$ cat src/rtl/fpa_pkg.sv
// shared types and constants for the q24.8 fixed-point alu
// no dependencies
`timescale 1ns / 1ps

package fpa_pkg;

  localparam int FRACTION_BITS = 8;
  localparam int DATA_W        = 32;
  localparam int DIV_STEPS     = 8;
  localparam int DIV_STAGES    = (DATA_W + FRACTION_BITS + DIV_STEPS - 1) / DIV_STEPS;
  localparam int DIV_W         = DIV_STAGES * DIV_STEPS;

  typedef enum logic [3:0] {
    MODE_ADD        = 4'd0,
    MODE_SUB        = 4'd1,
    MODE_MUL        = 4'd2,
    MODE_DIV        = 4'd3,
    MODE_MIN        = 4'd4,
    MODE_MAX        = 4'd5,
    MODE_INC        = 4'd6,
    MODE_DEC        = 4'd7,
    MODE_INT_TO_FIX = 4'd8,
    MODE_FIX_TO_INT = 4'd9
  } fpa_mode_t;

  // data that rides alongside the divider
  typedef struct packed {
    logic [3:0]        mode;
    logic [DATA_W-1:0] res;
    logic              neg;
    logic              b_zero;
    logic              lt;
    logic              eq;
    logic              gt;
  } fpa_side_t;

  // divider working set: numerator bits shift out as quotient bits shift in
  typedef struct packed {
    logic [DIV_W-1:0]  nq;
    logic [DATA_W-1:0] rem;
    logic [DATA_W-1:0] mb;
  } fpa_div_t;

endpackage

$ cat src/rtl/fpa_div_stage.sv
// one divider stage: a group of restoring division steps, then a register
// depends on fpa_pkg
`timescale 1ns / 1ps

module fpa_div_stage import fpa_pkg::*; (
  input  logic      clk,
  input  logic      rst,
  input  logic      en,
  input  logic      in_valid,
  input  fpa_side_t in_side,
  input  fpa_div_t  in_div,
  output logic      out_valid,
  output fpa_side_t out_side,
  output fpa_div_t  out_div
);

  fpa_div_t div_next;

  always_comb begin
    logic [DATA_W:0] rem_sh;
    div_next = in_div;
    for (int i = 0; i < DIV_STEPS; i++) begin
      rem_sh      = {div_next.rem, div_next.nq[DIV_W-1]};
      div_next.nq = {div_next.nq[DIV_W-2:0], 1'b0};
      if (rem_sh >= {1'b0, div_next.mb}) begin
        rem_sh         = rem_sh - {1'b0, div_next.mb};
        div_next.nq[0] = 1'b1;
      end
      // remainder stays below the divisor, so the top bit is clear
      div_next.rem = rem_sh[DATA_W-1:0];
    end
  end

  always_ff @(posedge clk) begin
    if (rst) begin
      out_valid <= 1'b0;
    end else if (en) begin
      out_valid <= in_valid;
    end
  end

  always_ff @(posedge clk) begin
    if (en) begin
      out_side <= in_side;
      out_div  <= div_next;
    end
  end

endmodule

$ cat config.mk
export PLATFORM = sky130hd
export DESIGN_NAME = fpa_div_stage
export DESIGN_NICKNAME = d
export VERILOG_FILES = /design/src/rtl/fpa_pkg.sv /design/src/rtl/fpa_div_stage.sv
export SDC_FILE = /design/constraint.sdc
export NUM_CORES = 1
export LEC_CHECK = 0
export BUFFER_PORTS_ARGS = -buffer_cell sky130_fd_sc_hd__buf_2
export CORE_MARGIN = 2
export CORE_UTILIZATION = 32
export CTS_CLUSTER_DIAMETER = 50
export DETAILED_ROUTE_END_ITERATION = 12
export HOLD_SLACK_MARGIN = 0.06
export PLACE_DENSITY_LB_ADDON = 0.08
export SETUP_SLACK_MARGIN = 0.3
export SYNTH_ARGS = -nofsm -noshare
export SYNTH_HDL_FRONTEND = slang
export SYNTH_SLANG_ARGS = --single-unit
export TNS_END_PERCENT = 5
$ cat constraint.sdc
create_clock -name clk -period 71.7 [get_ports clk]
set_input_delay 3.585 -clock clk [delete_from_list [all_inputs] [get_ports clk]]
set_output_delay 3.585 -clock clk [all_outputs]
set_load 0.01 [all_outputs]
==> results_dict.tcl <==
set metrics [dict create \
    status "finished, final reports clean" \
    grt_max_degree 79 \
    path_common_cell "o21ai_0" \
    globalplace.congestion 0.904 \
    met3_usage_pct 3.77 \
    drive_gt1_share_pct 19.2 \
    busiest_layer "met2" \
    wirelength_um 75800 \
    cts_hold_buf 0 \
    fin_util_pct 37.2 \
    fp.dieArea_sq_um 66200 \
    finalSetupViolCount 0 \
    grt_first_pass_wirelength_um 115000 \
    avgSynthCellArea_sq_um 8.39 \
    syn_area_sq_um 20500 \
    critical_path.max_fanout 46 \
    worst_pin_slew_ps 1040 \
    maxSlewHeadroom_pct 30.9 \
    rsz0062_at_grt "false" \
    dp_hpwl_um 62800 \
    fin_crit_sh_pct 49.2 \
    io_pins 295 \
    synth_cell_types 85 \
    syn-num-nets 2862 \
    slowest_delay_ps 760 \
    crit_path_end_kind "flop" \
    required_ps 71910 \
    layout_setup_ws_ps 36450 \
    synth_seq_area_share_pct 21.3 \
    final_nets 3134 \
    ys_top_cells_by_area "edfxtp_1 21%, ha_1 16%, mux2_2 6.9%" \
    port_buffers 294 \
    worstSetupStartpointType "input pin" \
    grt_use_total_pct 22.4 \
    tns_ps 0 \
    synth_edf_count 145 \
    max-cap-violations 0 \
    drt-vias-per-instance 5.52 \
    synth_top_area_share_pct 21.2 \
    grt-ovfl-total 0 \
    clockBufferDepth 2 \
    clockRootBuffer "clkbuf_16" \
    antenna_found_initial 0 \
    multi_input_area_sq_um 15400 \
    chipHeight_um 257 \
    worstPathArrival_ps 35460 \
    slowest_stage "a2111oi_0" \
    route.detailed.drc 0 \
    cts-resized-gates 0 \
    final-hold-violation-count 0 \
    core-area_sq_um 63300 \
    cts_setup_buffers 0 \
    grt_util_met1_pct 32.5 \
    final_antenna_net_count 0 \
    yosysWarnings 0 \
    cts.htree.levels 4 \
    first_pass_iters 5 \
    numCtsBuffers 17 \
    cts_sinks 146 \
    grt_pass1_vias 18900 \
    routedWlPerCell_um 21.2 \
    initial_utilization_pct 32.4 \
    drv_slew 0 \
    grt_util_met2_pct 34.7 \
    drtIter0Drc 1534 \
    fin_skew_ps 0 \
    cts_tree "yes" \
    die_w_um 257 \
    syn_inst 2449 \
    async_reset_ff_share_pct 0 \
    finalCriticalPeriod_ps 35250 \
    placementRows 92 \
    vias 19800 \
    synthToLayoutAreaGrowth_pct 14.8 \
    synth_top_cell_by_area "edfxtp_1" \
    n_fill_cell 6633 \
    clk_pin_slew_worst_paths_ps 80 \
    seqCellArea_sq_um 4370 \
    hold_path.class "reg -> reg" \
    r2r_setup_slack_ps 71100 \
    post-place-ws_ps 36510 \
    ys_ff_latch 146 \
    criticalPathCategory "in -> reg" \
    ys.flop_type "edfxtp_1" \
    clk_latency_ps 480 \
    clock.fmax_mhz 28.4 \
]
==> layout by cell type, fill, tap and decap left out, types with 66 or more instances in the layout <==
master      n
a21oi_1   238
edfxtp_1  145
ha_1      256
inv_1     125
a21o_1    100
buf_2     293
xor2_1     66
nand3_1    66
o21ai_0   147
nand2_1   215
nor2_1    158
mux2_2    125
xnor2_1   131
==> kinds of logic after synthesis <==
kind of cell | count (synthesis) | share of synthesized area (%)
mux | 150 | 8.14
xor+xnor | 197 | 8.40
buf+inv | 194 | 3.86
flops | 146 | 21.3
simple gates | 725 | 17.2
fa+ha+maj | 264 | 16.4
compound gates | 773 | 24.7
==> sequential cells by signal, summed over array words and instances, names as in the netlist <==
register	cells
out_div	104
out_side	41
out_valid	1
==> routing by layer <==
layer	wire length, um	up-vias
li1	-	9759
met1	37100	9289
met2	32900	640
met3	4550	77
met4	1230	0
met5	0	-
==> cell type report <==
| cell class | count | area share [%] |
|---|---|---|
| Inverter | 132 | 2.12 |
| Timing Repair Buffer | 315 | 6.93 |
| Antenna cell | 1 | 0.0106 |
| Clock buffer | 17 | 1.80 |
| Clock inverter | 15 | 0.780 |
| Sequential cell | 146 | 18.5 |
| Multi-Input combinational cell | 2109 | 65.3 |
| Tap cell | 846 | 4.49 |
==> synthesized netlist by cell type (all sizes together) (44+ instances only) <==
cell type and instances:
inv 131, a21o 100, edfxtp 145, o21ai 148
ha 256, mux2 128, xnor2 131, nor3 44
nand3 66, nand2 216, xor2 66, a21oi 238
nor2 158, o21a 50
==> path summary, 6_finish.rpt <==
check | from | end | cells past startpoint
setup / recovery | in_div[1] | out_div[43] | 114
hold / removal | out_valid | out_valid | 2
setup reg to reg | out_valid | out_valid | 2
hold reg to reg | out_valid | out_valid | 2
==> critical path: cells and delay by family <==
kind                       cells  cell delay, ps
AOI/OAI and AO/OA             64           18520
buffers and inverters         17            4670
and+or+nand+nor               22            4570
adders and majority gates      8            2630
muxes                          3            1290
==> per-stage QoR <==
stage               cells  cell area, sq um  hold WS, ps
global route         3580             23600          556
detailed placement   3548             23000          524
CTS                  3580             23600          539
floorplan            2449             20500          528
finish               3581             23600          528
global placement     3548             23000          516
Power is left out: the tool's default activity adds up to more than one toggle a clock period on the data nets, which glitch-free logic cannot reach.
