`src/rtl/fpa_pkg.sv`:
```
// shared types and constants for the q24.8 fixed-point alu
// no dependencies
`timescale 1ns / 1ps

package fpa_pkg;

  localparam int FRACTION_BITS = 8;
  localparam int DATA_W        = 32;
  localparam int DIV_STEPS     = 8;
  localparam int DIV_STAGES    = (DATA_W + FRACTION_BITS + DIV_STEPS - 1) / DIV_STEPS;
  localparam int DIV_W         = DIV_STAGES * DIV_STEPS;

  typedef enum logic [3:0] {
    MODE_ADD        = 4'd0,
    MODE_SUB        = 4'd1,
    MODE_MUL        = 4'd2,
    MODE_DIV        = 4'd3,
    MODE_MIN        = 4'd4,
    MODE_MAX        = 4'd5,
    MODE_INC        = 4'd6,
    MODE_DEC        = 4'd7,
    MODE_INT_TO_FIX = 4'd8,
    MODE_FIX_TO_INT = 4'd9
  } fpa_mode_t;

  // data that rides alongside the divider
  typedef struct packed {
    logic [3:0]        mode;
    logic [DATA_W-1:0] res;
    logic              neg;
    logic              b_zero;
    logic              lt;
    logic              eq;
    logic              gt;
  } fpa_side_t;

  // divider working set: numerator bits shift out as quotient bits shift in
  typedef struct packed {
    logic [DIV_W-1:0]  nq;
    logic [DATA_W-1:0] rem;
    logic [DATA_W-1:0] mb;
  } fpa_div_t;

endpackage

```
`src/rtl/fpa_front.sv`:
```
// first pipeline stage: simple results, compare flags, product, divider setup
// depends on fpa_pkg
`timescale 1ns / 1ps

module fpa_front import fpa_pkg::*; (
  input  logic                     clk,
  input  logic                     rst,
  input  logic                     en,
  input  logic                     in_valid,
  input  logic [3:0]               mode,
  input  logic signed [DATA_W-1:0] operand_a,
  input  logic signed [DATA_W-1:0] operand_b,
  output logic                     out_valid,
  output fpa_side_t                out_side,
  output logic signed [2*DATA_W-1:0] out_prod,
  output fpa_div_t                 out_div
);

  fpa_side_t         side_next;
  fpa_div_t          div_next;
  logic [DATA_W-1:0] ma;
  logic [DATA_W-1:0] mb;
  logic              lt;

  always_comb begin
    lt = operand_a < operand_b;
    ma = operand_a[DATA_W-1] ? DATA_W'(-operand_a) : DATA_W'(operand_a);
    mb = operand_b[DATA_W-1] ? DATA_W'(-operand_b) : DATA_W'(operand_b);

    side_next.mode   = mode;
    side_next.neg    = operand_a[DATA_W-1] ^ operand_b[DATA_W-1];
    side_next.b_zero = operand_b == '0;
    side_next.lt     = lt;
    side_next.eq     = operand_a == operand_b;
    side_next.gt     = operand_a > operand_b;
    case (mode)
      MODE_ADD:        side_next.res = operand_a + operand_b;
      MODE_SUB:        side_next.res = operand_a - operand_b;
      MODE_MIN:        side_next.res = lt ? operand_a : operand_b;
      MODE_MAX:        side_next.res = (operand_a > operand_b) ? operand_a : operand_b;
      MODE_INC:        side_next.res = operand_a + DATA_W'(1);
      MODE_DEC:        side_next.res = operand_a - DATA_W'(1);
      MODE_INT_TO_FIX: side_next.res = operand_a << FRACTION_BITS;
      MODE_FIX_TO_INT: side_next.res = operand_a >>> FRACTION_BITS;
      default:         side_next.res = '0;
    endcase

    div_next.nq  = DIV_W'(ma) << FRACTION_BITS;
    div_next.rem = '0;
    div_next.mb  = mb;
  end

  always_ff @(posedge clk) begin
    if (rst) begin
      out_valid <= 1'b0;
    end else if (en) begin
      out_valid <= in_valid;
    end
  end

  always_ff @(posedge clk) begin
    if (en) begin
      out_side <= side_next;
      out_prod <= operand_a * operand_b;
      out_div  <= div_next;
    end
  end

endmodule

```
`config.mk`:
```
export PLATFORM = sky130hd
export DESIGN_NAME = fpa_front
export DESIGN_NICKNAME = d
export VERILOG_FILES = /design/src/rtl/fpa_pkg.sv /design/src/rtl/fpa_front.sv
export SDC_FILE = /design/constraint.sdc
export NUM_CORES = 2
export LEC_CHECK = 0
export ABC_AREA = 1
export BUFFER_PORTS_ARGS = -buffer_cell sky130_fd_sc_hd__buf_4
export CELL_PAD_IN_SITES_DETAIL_PLACEMENT = 1
export CELL_PAD_IN_SITES_GLOBAL_PLACEMENT = 2
export CORE_UTILIZATION = 39
export CTS_CLUSTER_DIAMETER = 60
export CTS_CLUSTER_SIZE = 24
export DETAILED_ROUTE_END_ITERATION = 6
export PLACE_DENSITY = 0.95
export SLEW_MARGIN = 10
export SYNTH_ARGS = -nofsm -noshare
export SYNTH_HDL_FRONTEND = slang
export SYNTH_SLANG_ARGS = --single-unit
```
`constraint.sdc`:
```
create_clock -name clk -period 10 [get_ports clk]
set_input_delay 0 -clock clk [delete_from_list [all_inputs] [get_ports clk]]
set_output_delay 0 -clock clk [all_outputs]
set_load 0.01 [all_outputs]
```
==> results.yml <==
clock_network:
  cts_tree: "done"
  cts_num_sinks: 170
  numCtsBuffers: 17
  clockBufferDepth: 2
  htreeDepth: 4
  clockRootBuffer: "clkbuf_16"
  clk_latency_ns: 0.53
  ctsResizeCount: 0
  clkTransAtPathRegs_ns: 0.08
global_routing:
  first_global_vias: 49290
  grt_overflow: 0
  grt_max_degree: 67
  track_usage: 0.3161
  grt_antenna_before_repair: 12
  grt_pass1_wl_um: 308100
synthesis:
  synth_xor_xnor_area_share: 0.02339
  synth-simple-area-share: 0.1764
  synth_cell_types: 58
  synth_compound_area_frac: 0.05139
  synth_top_area_share: 0.4231
  syn-cell-area_mm2: 0.05130
  ys_seq_area_frac: 0.09932
  ys_warn_count: 0
  yosys_register_bits: 170
  syn_area_per_cell_um2: 7.934
  synthFlopType: "edfxtp_1"
  ys_top_cells_by_area: "fa_1, inv_1, nand2_1, edfxtp_1, ha_1"
  netlist_top_cells_count: "inv_1, nand2_1, fa_1, nor2_1, ha_1"
  synth_top_family_by_area: "adder cells"
  async_flop_share: 0
  yosysTopAreaCell: "fa_1"
  synth_edf_count: 169
  synth.most_common_cell: "inv_1"
  synthMuxAreaShare: 0.0001951
  synth_fa_ha_area_frac: 0.4916
  syn_inst: 6465
placement:
  postPlaceCellArea_mm2: 0.05427
  routabilityCongestion: 0.9867
  portBuffers: 241
  dp_hpwl_um: 167900
layout:
  fin_area_mm2: 0.05496
  area_growth_pct: 7.152
  utilization: 0.4229
  drive_gt1_frac: 0.05713
  nets: 7918
  fill_cells: 15930
detailed_routing:
  first_iter_violations: 2787
  drt_pre_antenna_iters: 6
  wirelength_um: 206300
  vias_per_cell: 5.275
  vias: 43460
  antenna_left: 0
  routedWlPerCell_um: 25.05
  drc: 0
floorplanning:
  dieArea_mm2: 0.1330
  fp.dieW_um: 364.7
  die_h_um: 364.7
  core_mm2: 0.1300
  rows: 132
  ioPinCount: 282
  initial_core_util: 0.3946
sta:
  clock.fmax_mhz: 128.9
  worstMarginPinSlew_ns: 1.364
  slew_viol_final: 0
  fin_worst_skew_ns: 0
  max_slew_margin: 0.08110
  period_share: 0.7757
  setup_viol: 0
  timing_hold_violations_final: 0
  grt_setup_unrepaired: "false"
  period_minus_slack_ns: 7.757
  finalSetupTns_ns: 0
worst_setup_path:
  cp.arrival_ns: 8.04
  cp_data_required_time_ns: 10.29
  crit_type: "primary input to flip-flop"
  rr_worst_depth: 3
  cp-end-kind: "flip-flop"
  cp_max_fo: 36
  cp-start-kind: "primary input"
run:
  cap_violations: 0
run_status:
  status: "completed"
worst_hold_path:
  hold_depth: 3
  min_path_type: "primary input to flip-flop"
stage by stage:
step	std cells	hold WS, ns	setup slack [ns]
2_1_floorplan	6504	0.07238	2.454
3_3_place_gp	8197	0.1564	1.867
6_report	8238	0.06825	2.243
4_1_cts	8236	0.03822	2.271
5_1_grt	8236	0.1143	1.791
3_5_place_dp	8197	0.1744	1.714
routing by layer:
layer	vias up	wire length, um	GRT usage
met5	-	111	0
met4	10	14840	0.2061
met3	525	11720	0.04357
met2	1556	102900	0.5500
met1	22700	76810	0.3632
li1	18660	-	-
area by class of cell:
class,instances,area [um^2],area share
Sequential cell,170,5095,0.09270
Tap cell,1742,2180,0.03965
Antenna cell,2,5.005,0.00009106
Multi-Input combinational cell,4236,38270,0.6963
Clock buffer,17,425.4,0.007740
Inverter,1775,6663,0.1212
Clock inverter,15,193.9,0.003528
Timing Repair Buffer,281,2131,0.03877
cells by family after synthesis:
logic type	count (synthesis)
multiplexers	1
buffers and inverters	2098
XOR/XNOR	137
other	1
AO/OA/AOI/OAI	468
AND/OR/NAND/NOR	2225
flip-flops	170
adder cells (fa/ha/maj)	1365
final timing paths:
check                    start      endpoint  slack [ns]
setup reg to reg     out_valid     out_valid        8.76
setup / recovery  operand_b[5]  out_prod[59]        2.24
hold / removal    operand_b[8]    out_div[8]        0.07
hold reg to reg      out_valid     out_valid        1.13
cell usage in the layout (no fill, tap or decap), drive strengths merged, types with 7 or more instances in the layout:
cell	count
edfxtp	169
xnor2	34
a31oi	24
o21ai	175
conb	40
clkbuf	17
clkinv	9
a21oi	165
buf	274
fa	1084
nand3b	14
o21a	12
nand2	1542
a21boi	9
a21o	27
dlygate4sd3	7
nor3	29
nand3	160
nor4	13
inv	1781
o22ai	20
ha	281
nor2	408
nand4	46
o211ai	8
o21bai	17
xor2	103
registers in the layout, indices dropped and copies added, names as in the netlist:
signal and flops:
out_prod 64, out_div 64, out_valid 1, out_side 41
worst max-delay path: stages:
cell	delay (ns)
buf_4	0.41
nand2_1	0.25
inv_1	0.14
fa_1	0.39
inv_1	0.26
fa_1	0.47
inv_1	0.22
fa_1	0.51
fa_1	0.97
inv_1	0.37
fa_1	0.57
inv_1	0.06
fa_1	0.53
inv_1	0.05
fa_1	0.48
inv_1	0.05
fa_1	0.44
ha_1	0.41
a21oi_1	0.30
inv_1	0.07
a31oi_1	0.23
o21ai_0	0.19
a221oi_1	0.36
nand3_1	0.12
nand2_1	0.07
nand2_1	0.04
what timing repair did:
item	CTS	global route
hold endpoints to repair	50	0
hold buffers	7	0
setup buffers	0	0
Power is left out: the tool's default activity adds up to more than one toggle a clock period on the data nets, which glitch-free logic cannot reach.
