## src/rtl/fpa_pkg.sv

```systemverilog
// shared types and constants for the q24.8 fixed-point alu
// no dependencies
`timescale 1ns / 1ps

package fpa_pkg;

  localparam int FRACTION_BITS = 8;
  localparam int DATA_W        = 32;
  localparam int DIV_STEPS     = 8;
  localparam int DIV_STAGES    = (DATA_W + FRACTION_BITS + DIV_STEPS - 1) / DIV_STEPS;
  localparam int DIV_W         = DIV_STAGES * DIV_STEPS;

  typedef enum logic [3:0] {
    MODE_ADD        = 4'd0,
    MODE_SUB        = 4'd1,
    MODE_MUL        = 4'd2,
    MODE_DIV        = 4'd3,
    MODE_MIN        = 4'd4,
    MODE_MAX        = 4'd5,
    MODE_INC        = 4'd6,
    MODE_DEC        = 4'd7,
    MODE_INT_TO_FIX = 4'd8,
    MODE_FIX_TO_INT = 4'd9
  } fpa_mode_t;

  // data that rides alongside the divider
  typedef struct packed {
    logic [3:0]        mode;
    logic [DATA_W-1:0] res;
    logic              neg;
    logic              b_zero;
    logic              lt;
    logic              eq;
    logic              gt;
  } fpa_side_t;

  // divider working set: numerator bits shift out as quotient bits shift in
  typedef struct packed {
    logic [DIV_W-1:0]  nq;
    logic [DATA_W-1:0] rem;
    logic [DATA_W-1:0] mb;
  } fpa_div_t;

endpackage

```

## src/rtl/fpa_post.sv

```systemverilog
// last two stages: quotient rounding, then saturation and the output register
// depends on fpa_pkg
`timescale 1ns / 1ps

module fpa_post import fpa_pkg::*; (
  input  logic                     clk,
  input  logic                     rst,
  input  logic                     en,
  input  logic                     in_valid,
  input  fpa_side_t                in_side,
  input  fpa_div_t                 in_div,
  output logic                     out_valid,
  output logic signed [DATA_W-1:0] result_value,
  output logic                     a_less,
  output logic                     a_equal,
  output logic                     a_greater,
  output logic                     divide_error
);

  localparam logic [DIV_W-1:0] POS_MAX = DIV_W'({1'b0, {(DATA_W-1){1'b1}}});
  localparam logic [DIV_W-1:0] NEG_MAX = DIV_W'({1'b1, {(DATA_W-1){1'b0}}});

  logic             rnd_valid;
  fpa_side_t        rnd_side;
  logic [DIV_W-1:0] rnd_q;
  logic             round_up;

  logic [DATA_W-1:0] quot;
  logic [DATA_W-1:0] res_next;
  logic              is_div;

  // round half away from zero on the magnitude
  assign round_up = {in_div.rem, 1'b0} >= {1'b0, in_div.mb};

  always_ff @(posedge clk) begin
    if (rst) begin
      rnd_valid <= 1'b0;
      out_valid <= 1'b0;
    end else if (en) begin
      rnd_valid <= in_valid;
      out_valid <= rnd_valid;
    end
  end

  always_ff @(posedge clk) begin
    if (en) begin
      rnd_side <= in_side;
      rnd_q    <= in_div.nq + DIV_W'(round_up);
    end
  end

  always_comb begin
    if (rnd_side.neg) begin
      quot = (rnd_q > NEG_MAX) ? NEG_MAX[DATA_W-1:0] : DATA_W'(-rnd_q);
    end else begin
      quot = (rnd_q > POS_MAX) ? POS_MAX[DATA_W-1:0] : rnd_q[DATA_W-1:0];
    end
    is_div = rnd_side.mode == MODE_DIV;
    if (is_div) begin
      res_next = rnd_side.b_zero ? '0 : quot;
    end else begin
      res_next = rnd_side.res;
    end
  end

  always_ff @(posedge clk) begin
    if (en) begin
      result_value <= res_next;
      a_less       <= rnd_side.lt;
      a_equal      <= rnd_side.eq;
      a_greater    <= rnd_side.gt;
      divide_error <= is_div && rnd_side.b_zero;
    end
  end

endmodule

```

## config.mk

```make
export PLATFORM = sky130hd
export DESIGN_NAME = fpa_post
export DESIGN_NICKNAME = d
export VERILOG_FILES = /design/src/rtl/fpa_pkg.sv /design/src/rtl/fpa_post.sv
export SDC_FILE = /design/constraint.sdc
export NUM_CORES = 1
export LEC_CHECK = 0
export BUFFER_PORTS_ARGS = -buffer_cell sky130_fd_sc_hd__buf_2
export CAP_MARGIN = 30
export CELL_PAD_IN_SITES_DETAIL_PLACEMENT = 1
export CELL_PAD_IN_SITES_GLOBAL_PLACEMENT = 2
export CORE_ASPECT_RATIO = 0.7
export CORE_UTILIZATION = 36
export DETAILED_ROUTE_END_ITERATION = 8
export PLACE_DENSITY_LB_ADDON = 0.1
export SYNTH_ARGS = -nofsm -noshare
export SYNTH_HDL_FRONTEND = slang
export SYNTH_SLANG_ARGS = --single-unit
export TNS_END_PERCENT = 100
```

## constraint.sdc

```tcl
create_clock -name clk -period 6.1 [get_ports clk]
set_input_delay 0.305 -clock clk [delete_from_list [all_inputs] [get_ports clk]]
set_output_delay 0.305 -clock clk [all_outputs]
set_load 0.03 [all_outputs]
```

==> results.yml, run 1 <==
clock_tree:
  cts_inserted_buffers: 17
  postCtsSetupBuffers: 0
  holdBufCountCts: 0
  cts.sink_count: 119
  clk_transition_reported_paths_ns: 0.05
  cts.root.buffer_cell: "clkbuf_16"
  maximum_level_of_the_cts_h_tree: 4
  insertion_delay_ns: 0.42
  clockBufferDepth: 2
  tritoncts: "done"
  cts_resized: 0
finish:
  layout-drive-gt1-share: 0.294
  finalNetCount: 978
  stdcell_count: 1043
  num_antenna_cells: 0
  area_delta_synth_final_pct: 27.1
timing:
  finClkSkew_ns: 0.00638
  setup_tns_ns: 0
  report.final.hold_viol_count: 0
  layout_worst_path_cycle_share: 0.544
  clock.fmax_ghz: 0.301
  timing.max_slew.rel_slack: 0.479
  timing_worst_slew_pin_value_ns: 0.782
  final.min_clock_period_ns: 3.32
  rsz_0062_raised_after_global_routing: "no"
  setup-violations-final: 0
  timing.final.max_slew_violations: 0
power:
  pwr-share-seq: 0.440
  power_density_nw_per_um2: 275
  power.share.clock: 0.441
  power.share.switching: 0.244
  vdd_drop_max_v: 0.000207
  combinationalPowerShare: 0.119
  cellLeakagePower_nw: 3.46
  internal_power_mw: 1.77
  net-switching-power_mw: 0.569
route:
  vias: 5579
  detail_route.wl_per_cell_um: 18.6
  route.antenna.remaining_nets: 0
  first_pass_iters: 4
  detailedRoute.firstIterationViolations: 403
  routed_wl_um: 19400
  route.detailed.drc: 0
  drt-vias-per-instance: 5.35
yosys:
  leading_cell_types_by_total_area_after_synthesis: "edfxtp_1 (53%), ha_1 (6.6%), xnor2_1 (3.3%)"
  most_repeated_cell_in_the_gate_level_netlist_after_synthesis: "edfxtp_1"
  yosysSeqAreaShare: 0.532
  synth_area_um2: 6680
  synthCells: 603
  synth_top_cell_by_area: "edfxtp_1"
  synth.lib_cells_used.distinct: 58
  mappedNetlistNets: 787
  netlist_top_cells_count: "edfxtp_1 (117), nand2_1 (54), inv_1 (38), nor2_1 (38), ha_1 (35)"
  synth_seq_cells: 119
  synthesis.yosys.warnings: 0
  syn-mean-instance-area_um2: 11.1
  netlist.area_leader.share: 0.526
  main_synth_ff_type: "edfxtp_1"
  number_of_synthesized_flops_with_an_enable_pin: 117
  asyncSetResetFlopFracSynth: 0
worst_setup_path:
  timing.setup.critical_path_class: "reg -> reg"
  worst_ep_required_time_ns: 6.32
  critical_path.max_fanout: 22
  crit_path_start_kind: "flop"
  timing.critical_path.to_type: "flop"
  timing.critical_path.arrival_ns: 3.54
floorplan:
  initial_utilization: 0.369
  die_width_um: 165
  design.portCount: 186
  rows: 41
  die-area_um2: 19100
  core_area_um2: 18100
  chipHeight_um: 116
run_status:
  status: "completed"
flow_run:
  max_cap_viol_count: 0
grt:
  globalRoute.totalOverflow: 0
  first_global_vias: 5594
  wire_length_of_the_first_global_routing_pass_um: 30400
  grt_max_degree: 63
  antenna_found_initial: 1
  grt.total_usage: 0.212
placement:
  port_buffers: 185
  dpl.hpwl_um: 14800
  placedCellCount: 1011
  gp_routability_congestion: 0.826
min_path:
  worstHoldPathType: "in -> reg"
==> layout by cell type, fill, tap and decap left out, types with 3 or more instances in the layout <==
master,n
o21a_1,4
nor3_1,13
or3_4,3
clkinvlp_4,3
and3_1,6
nor4_1,11
bufinv_16,4
a21o_1,5
nand2b_1,4
o21ai_1,21
o21ai_0,20
nand3_1,24
ha_1,35
o31ai_1,5
clkinv_2,3
and4_1,9
clkbuf_16,17
edfxtp_1,117
mux2i_1,10
a31oi_1,13
nand2_1,54
a2bb2oi_1,4
nor2_1,38
or4_1,5
or2_2,3
inv_1,38
buf_2,184
nand4_1,18
buf_4,8
o211ai_1,14
or3_1,7
xor2_1,16
a21oi_1,25
xnor2_1,25
==> worst paths after layout <==
| check | start | to | slack [ns] | cells past startpoint |
|---|---|---|---|---|
| worst min register to register | rnd_side[2] | a_less | 0.42 | 0 |
| worst min-delay path | in_side[26] | rnd_side[26] | 0.06 | 1 |
| worst max-delay path | rnd_q[0] | result_value[3] | 2.78 | 8 |
| worst max register to register | rnd_q[0] | result_value[3] | 2.78 | 8 |
==> critical path: stages, from the launching register on <==
cell	delay (ns)
edfxtp_1	0.43
inv_1	0.12
ha_1	0.18
nor3b_2	0.53
nand4_2	0.53
o41ai_4	0.45
buf_4	0.32
a31oi_1	0.18
o41ai_2	0.35
==> state kept, by name (all words and copies together), names as in the netlist <==
signal	cells
rnd_side	41
rnd_q	40
result_value	32
a_equal	1
a_greater	1
a_less	1
divide_error	1
out_valid	1
rnd_valid	1
==> final cells by class <==
cell class / instances / area [um2]
fill: 2050 / 9620
sequential: 119 / 3550
multi-input combinational: 425 / 2890
timing repair buffer: 193 / 996
clock buffer: 18 / 429
tap: 236 / 295
clock inverter: 14 / 183
inverter: 38 / 143
==> power by group through the flow <==
stage | registers, mW | logic [mW] | clock network (mW)
2_1_floorplan | 1.06 | 0.111 | 0
3_3_place_gp | 1.04 | 0.266 | 0
3_5_place_dp | 1.04 | 0.279 | 0
4_1_cts | 1.03 | 0.282 | 1.05
5_1_grt | 1.03 | 0.308 | 1.08
6_report | 1.03 | 0.278 | 1.03
==> logic make-up after synthesis <==
kind of cell / Yosys count / synth area share
xor gates and xnor gates: 41 / 0.0538
DFF: 119 / 0.532
buffers and inverters: 59 / 0.0354
adders and majority gates: 35 / 0.0656
and+or+nand+nor: 211 / 0.174
AOI/OAI and AO/OA: 128 / 0.125
muxes: 10 / 0.0150
==> routing by layer <==
layer,track usage,up-vias,share of wire
met5,0,-,0.00052
met4,0.0685,2,0.015
met3,0.0591,23,0.072
met2,0.304,190,0.42
met1,0.306,2682,0.49
li1,-,2682,-
==> through the flow <==
step / utilization / setup slack, ns / area (um2) / power (mW) / hold WS [ns]
after CTS: 0.469 / 2.81 / 8490 / 2.36 / 0.0349
final: 0.469 / 2.78 / 8490 / 2.33 / 0.0586
after global placement: 0.434 / 2.54 / 7860 / 1.31 / 0.402
after floorplan: - / 2.78 / 6680 / 1.17 / 0.377
after global routing: 0.469 / 2.50 / 8490 / 2.42 / 0.0384
after detailed placement: 0.435 / 2.35 / 7880 / 1.32 / 0.412
Power figures use the tool's default switching activity.
==> inputs of run 2 (changes only) <==
- CORE_UTILIZATION: 36 -> 33
- clock period: 6.1 -> 3.45 ns (I/O delays scaled with it)
==> results.yml, run 2 (same netlist as run 1, synthesis figures left out) <==
grt:
  wire_length_of_the_first_global_routing_pass_um: 31500
  globalRoute.totalOverflow: 0
  grt.total_usage: 0.200
  grt_max_degree: 120
  antenna_found_initial: 4
  first_global_vias: 5856
finish:
  reg.largest.list: "rnd_side: 41 flops, rnd_q: 40 flops, result_value: 32 flops"
  most-common-layout-cells: "buf_2 (184), edfxtp_1 (117), nand2_1 (54), dlygate4sd3_1 (42)"
  most_common_library_cell_in_the_layout_ignoring_fill_and_taps: "buf_2"
  finalNetCount: 1030
  layout-drive-gt1-share: 0.286
  stdcell_count: 1133
  largest_register_ffs: 41
  largest_register: "rnd_side"
  stdcell_area_um2: 9020
  area_delta_synth_final_pct: 35.0
timing:
  setup-violations-final: 0
  min_hold_slack_ns: 0.0165
  report.final.hold_viol_count: 0
  rsz_0062_raised_after_global_routing: "no"
  final.min_clock_period_ns: 2.94
  layout_worst_path_cycle_share: 0.851
  timing.max_slew.rel_slack: 0.522
  clock.fmax_ghz: 0.340
  timing_worst_slew_pin_value_ns: 0.710
  layout_setup_ws_ns: 0.513
  finClkSkew_ns: 0.0113
  setup_tns_ns: 0
  timing.final.max_slew_violations: 0
power:
  pwr-share-seq: 0.443
  combinationalPowerShare: 0.129
  power_density_nw_per_um2: 455
  internal_power_mw: 3.08
  cellLeakagePower_nw: 3.67
  power.share.clock: 0.429
  power.share.switching: 0.249
  vdd_drop_max_v: 0.000192
  net-switching-power_mw: 1.02
min_path:
  worstHoldPathType: "in -> reg"
  timing.hold.worst_path_depth: 3
clock_tree:
  cts_inserted_buffers: 17
  cts.sink_count: 119
  cts.root.buffer_cell: "clkbuf_16"
  clk_transition_reported_paths_ns: 0.06
  maximum_level_of_the_cts_h_tree: 4
  clockBufferDepth: 2
  tritoncts: "done"
  insertion_delay_ns: 0.42
  cts_resized: 0
placement:
  dpl-instance-area_um2: 8000
  gp_routability_congestion: 0.837
  port_buffers: 185
  pre_cts_ws_ns: 0.0689
  dpl.hpwl_um: 14900
  placedCellCount: 1055
worst_setup_path:
  path_cells: "buf_2 > inv_1 > ha_1 > nand2_1 > or3_1 > nor4_1 > buf_4 > nand2b_1 > o21ai_0 > ha_1 > and4_1 > nand2_1 > or3_1 > nor4_1 > xor2_1"
  critical-path-top-delay-family: "simple AND/OR/NAND/NOR gates"
  worst_ep_required_time_ns: 3.60
  timing.setup.critical_path_class: "in -> reg"
  cp_num_cells: 15
  worst-r2r-cell-count: 6
  crit_path_top_delay_cell: "or3_1"
  critical_path.max_fanout: 5
  timing.critical_path.arrival_ns: 3.08
  timing.critical_path.to_type: "flop"
  crit_path_start_kind: "input port"
  worst-path-buf-inv: 3
  slowest_delay_ns: 0.41
route:
  detailedRoute.firstIterationViolations: 264
  vias: 5664
  route.detailed.drc: 0
  detail_route.wl_per_cell_um: 17.8
  route.antenna.remaining_nets: 0
  routed_wl_um: 20100
  first_pass_iters: 4
  drt-vias-per-instance: 5.00
floorplan:
  design.portCount: 186
  initial_utilization: 0.337
  rows: 43
  die_width_um: 172
  die-area_um2: 20800
  core_area_um2: 19800
  chipHeight_um: 121
flow_run:
  max_cap_viol_count: 0
run_status:
  status: "completed"
[run 2: cell count changes in the layout (fill, tap and decap cells not counted), sizes merged]
cell / change
bufinv: -1
diode: +4
clkinvlp: +1
buf: +10
dlygate4sd3: +42
[run 2: stage by stage]
stage               total power [mW]   util
finish                          4.11  0.456
global route                    4.27  0.455
CTS                             4.14  0.455
detailed placement              2.34  0.404
global placement                2.32  0.404
floorplan                       2.07      -
[run 2: worst paths after layout]
path                 endpoint   startpoint  slack (ns)
min reg2reg           a_equal  rnd_side[1]        0.42
max                 rnd_q[38]   in_div[28]        0.51
min                 rnd_valid     in_valid        0.02
max reg2reg  result_value[15]    rnd_q[20]        0.76
[run 2: power by group through the flow]
stage          registers [mW]  logic (mW)  clock network [mW]
2_1_floorplan            1.87       0.197                   0
3_3_place_gp             1.84       0.477                   0
3_5_place_dp             1.84       0.494                   0
4_1_cts                  1.81       0.534                1.79
5_1_grt                  1.83       0.588                1.85
6_report                 1.82       0.529                1.76
[run 2: timing repair]
| item | in CTS | in global routing |
|---|---|---|
| endpoints found under the setup margin | 0 | 0 |
| endpoints found under the hold margin | 43 | 0 |
| hold buffers | 42 | 0 |
| buffers inserted | 0 | 0 |
[run 2: cell type report]
class	instances	area, um2
fillers	2238	10800
flip-flops and latches	119	3550
multi-input cells	425	2890
clock inverters	14	159
repair buffers	245	1500
diodes	4	10.0
inverters	38	143
clock buffers	18	429
well taps	270	338
[run 2: per-layer routing]
layer,vias up,share of wire,GRT usage,routed length (um)
met3,7,0.058,0.0525,1160
met5,-,0,0,0
li1,2785,-,-,-
met2,151,0.42,0.292,8460
met4,0,0.0052,0.0470,105
met1,2721,0.52,0.291,10400
[run 2: worst reg2reg max path: stages, from the launching register on]
cell and delay [ns]:
edfxtp_1 0.52, nor4_1 0.65, nand3_4 0.25, o41ai_4 0.36, buf_4 0.29, nand2_2 0.18, o211ai_1 0.26
==> inputs of run 3 (changes only) <==
- REMOVE_ABC_BUFFERS: default -> 1
==> results.yml, run 3 (same netlist as run 1, synthesis figures left out) <==
run_status:
  status: "completed"
clock_tree:
  cts_resized: 0
  clk_transition_reported_paths_ns: 0.06
  cts.sink_count: 119
  cts.root.buffer_cell: "clkbuf_16"
  cts_inserted_buffers: 17
  insertion_delay_ns: 0.42
  clockBufferDepth: 2
  tritoncts: "done"
  maximum_level_of_the_cts_h_tree: 4
timing:
  setup_tns_ns: 0
  rsz_0062_raised_after_global_routing: "no"
  finClkSkew_ns: 0.00908
  timing_worst_slew_pin_value_ns: 0.903
  timing.final.max_slew_violations: 0
  timing.max_slew.rel_slack: 0.398
  layout_worst_path_cycle_share: 0.834
  report.final.hold_viol_count: 0
  setup-violations-final: 0
  clock.fmax_ghz: 0.347
  final.min_clock_period_ns: 2.88
worst_setup_path:
  timing.setup.critical_path_class: "in -> reg"
  timing.critical_path.arrival_ns: 3.04
  crit_path_start_kind: "input port"
  timing.critical_path.to_type: "flop"
  critical_path.max_fanout: 6
  worst_ep_required_time_ns: 3.61
power:
  power_density_nw_per_um2: 452
  p_total_mw: 4.08
  power.share.switching: 0.246
  power.share.clock: 0.423
  pwr-share-seq: 0.444
  net-switching-power_mw: 1.00
  combinationalPowerShare: 0.133
  internal_power_mw: 3.08
  cellLeakagePower_nw: 3.68
  vdd_drop_max_v: 0.000230
placement:
  gp_routability_congestion: 0.821
  port_buffers: 185
  dpl.hpwl_um: 15400
  placedCellCount: 1055
floorplan:
  rows: 43
  die-area_um2: 20800
  initial_utilization: 0.337
  core_area_um2: 19800
  chipHeight_um: 121
  die_width_um: 172
  design.portCount: 186
route:
  route.antenna.remaining_nets: 0
  detail_route.wl_per_cell_um: 17.9
  routed_wl_um: 20300
  route.detailed.drc: 0
  detailedRoute.firstIterationViolations: 297
  drt-vias-per-instance: 4.99
  vias: 5663
  first_pass_iters: 4
finish:
  stdcell_count: 1134
  largest_register: "rnd_side"
  utilization: 0.456
  reg.largest.list: "rnd_side: 41 flops, rnd_q: 40 flops, result_value: 32 flops"
  most_common_library_cell_in_the_layout_ignoring_fill_and_taps: "buf_2"
  area_delta_synth_final_pct: 35.0
  most-common-layout-cells: "buf_2 (184), edfxtp_1 (117), nand2_1 (54), dlygate4sd3_1 (43)"
  largest_register_ffs: 41
  finalNetCount: 1031
  layout-drive-gt1-share: 0.285
grt:
  grt.total_usage: 0.201
  antenna_found_initial: 8
  globalRoute.totalOverflow: 0
  wire_length_of_the_first_global_routing_pass_um: 31500
  grt_max_degree: 67
  first_global_vias: 5937
flow_run:
  max_cap_viol_count: 0
min_path:
  worstHoldPathType: "in -> reg"
==> run 3: cell types whose count changed in the layout (fill, tap and decap cells not counted), sizes merged <==
cell         previous run  this run
clkbuf                 18        19
clkinv                  7         9
dlygate4sd3            42        43
clkinvlp                4         1
==> run 3: final timing paths <==
path / start / endpoint / slack (ns) / cells past startpoint
worst max-delay path: in_div[30] / rnd_q[38] / 0.57 / 14
worst min register to register: rnd_side[2] / a_less / 0.42 / 0
worst min-delay path: in_div[103] / rnd_q[39] / 0.04 / 2
worst max register to register: rnd_q[26] / result_value[9] / 0.75 / 6
==> run 3: area by class of cell <==
class / instances / area (um2)
Sequential cell: 119 / 3550
Tap cell: 270 / 338
Clock buffer: 19 / 433
Timing Repair Buffer: 246 / 1510
Multi-Input combinational cell: 425 / 2900
Antenna cell: 4 / 10.0
Inverter: 38 / 143
Fill cell: 2242 / 10800
Clock inverter: 13 / 136
==> run 3: power by group through the flow <==
stage                     Clock (mW)  Sequential (mW)  Combinational [mW]
final                           1.73             1.81               0.542
after global routing            1.81             1.82               0.601
after CTS                       1.76             1.81               0.549
after detailed placement           0             1.84               0.508
after global placement             0             1.83               0.489
after floorplan                    0             1.87               0.192
==> run 3: stage by stage <==
stage,setup WS (ns),cell area (um2),hold slack (ns)
after floorplan,0.399,6590,0.245
after global placement,0.186,8010,0.344
after detailed placement,0.0569,8010,0.351
after CTS,0.505,9010,0.0240
after global routing,0.150,9010,0.0663
final,0.572,9020,0.0412
==> run 3: per-layer routing <==
layer	vias to the layer above	GRT usage	share of wire
li1	2784	-	-
met1	2671	0.262	0.47
met2	176	0.312	0.44
met3	24	0.0734	0.077
met4	8	0.0575	0.011
met5	-	0	0.0028
==> run 3: critical path, stage by stage <==
cell and delay, ns:
buf_2 0.08, inv_1 0.05, ha_1 0.29, nand4_1 0.13, or3_1 0.34, nor4_1 0.38
nand2b_1 0.09, o21ai_0 0.23, ha_1 0.21, and4_1 0.19, nand2_1 0.07, or3_1 0.43
nor4_1 0.27, xor2_1 0.10
==> run 3: repair_timing <==
action / 4_1_cts / 5_1_grt
hold endpoints to repair: 43 / 0
hold buffers: 43 / 0
setup buffers: 0 / 0
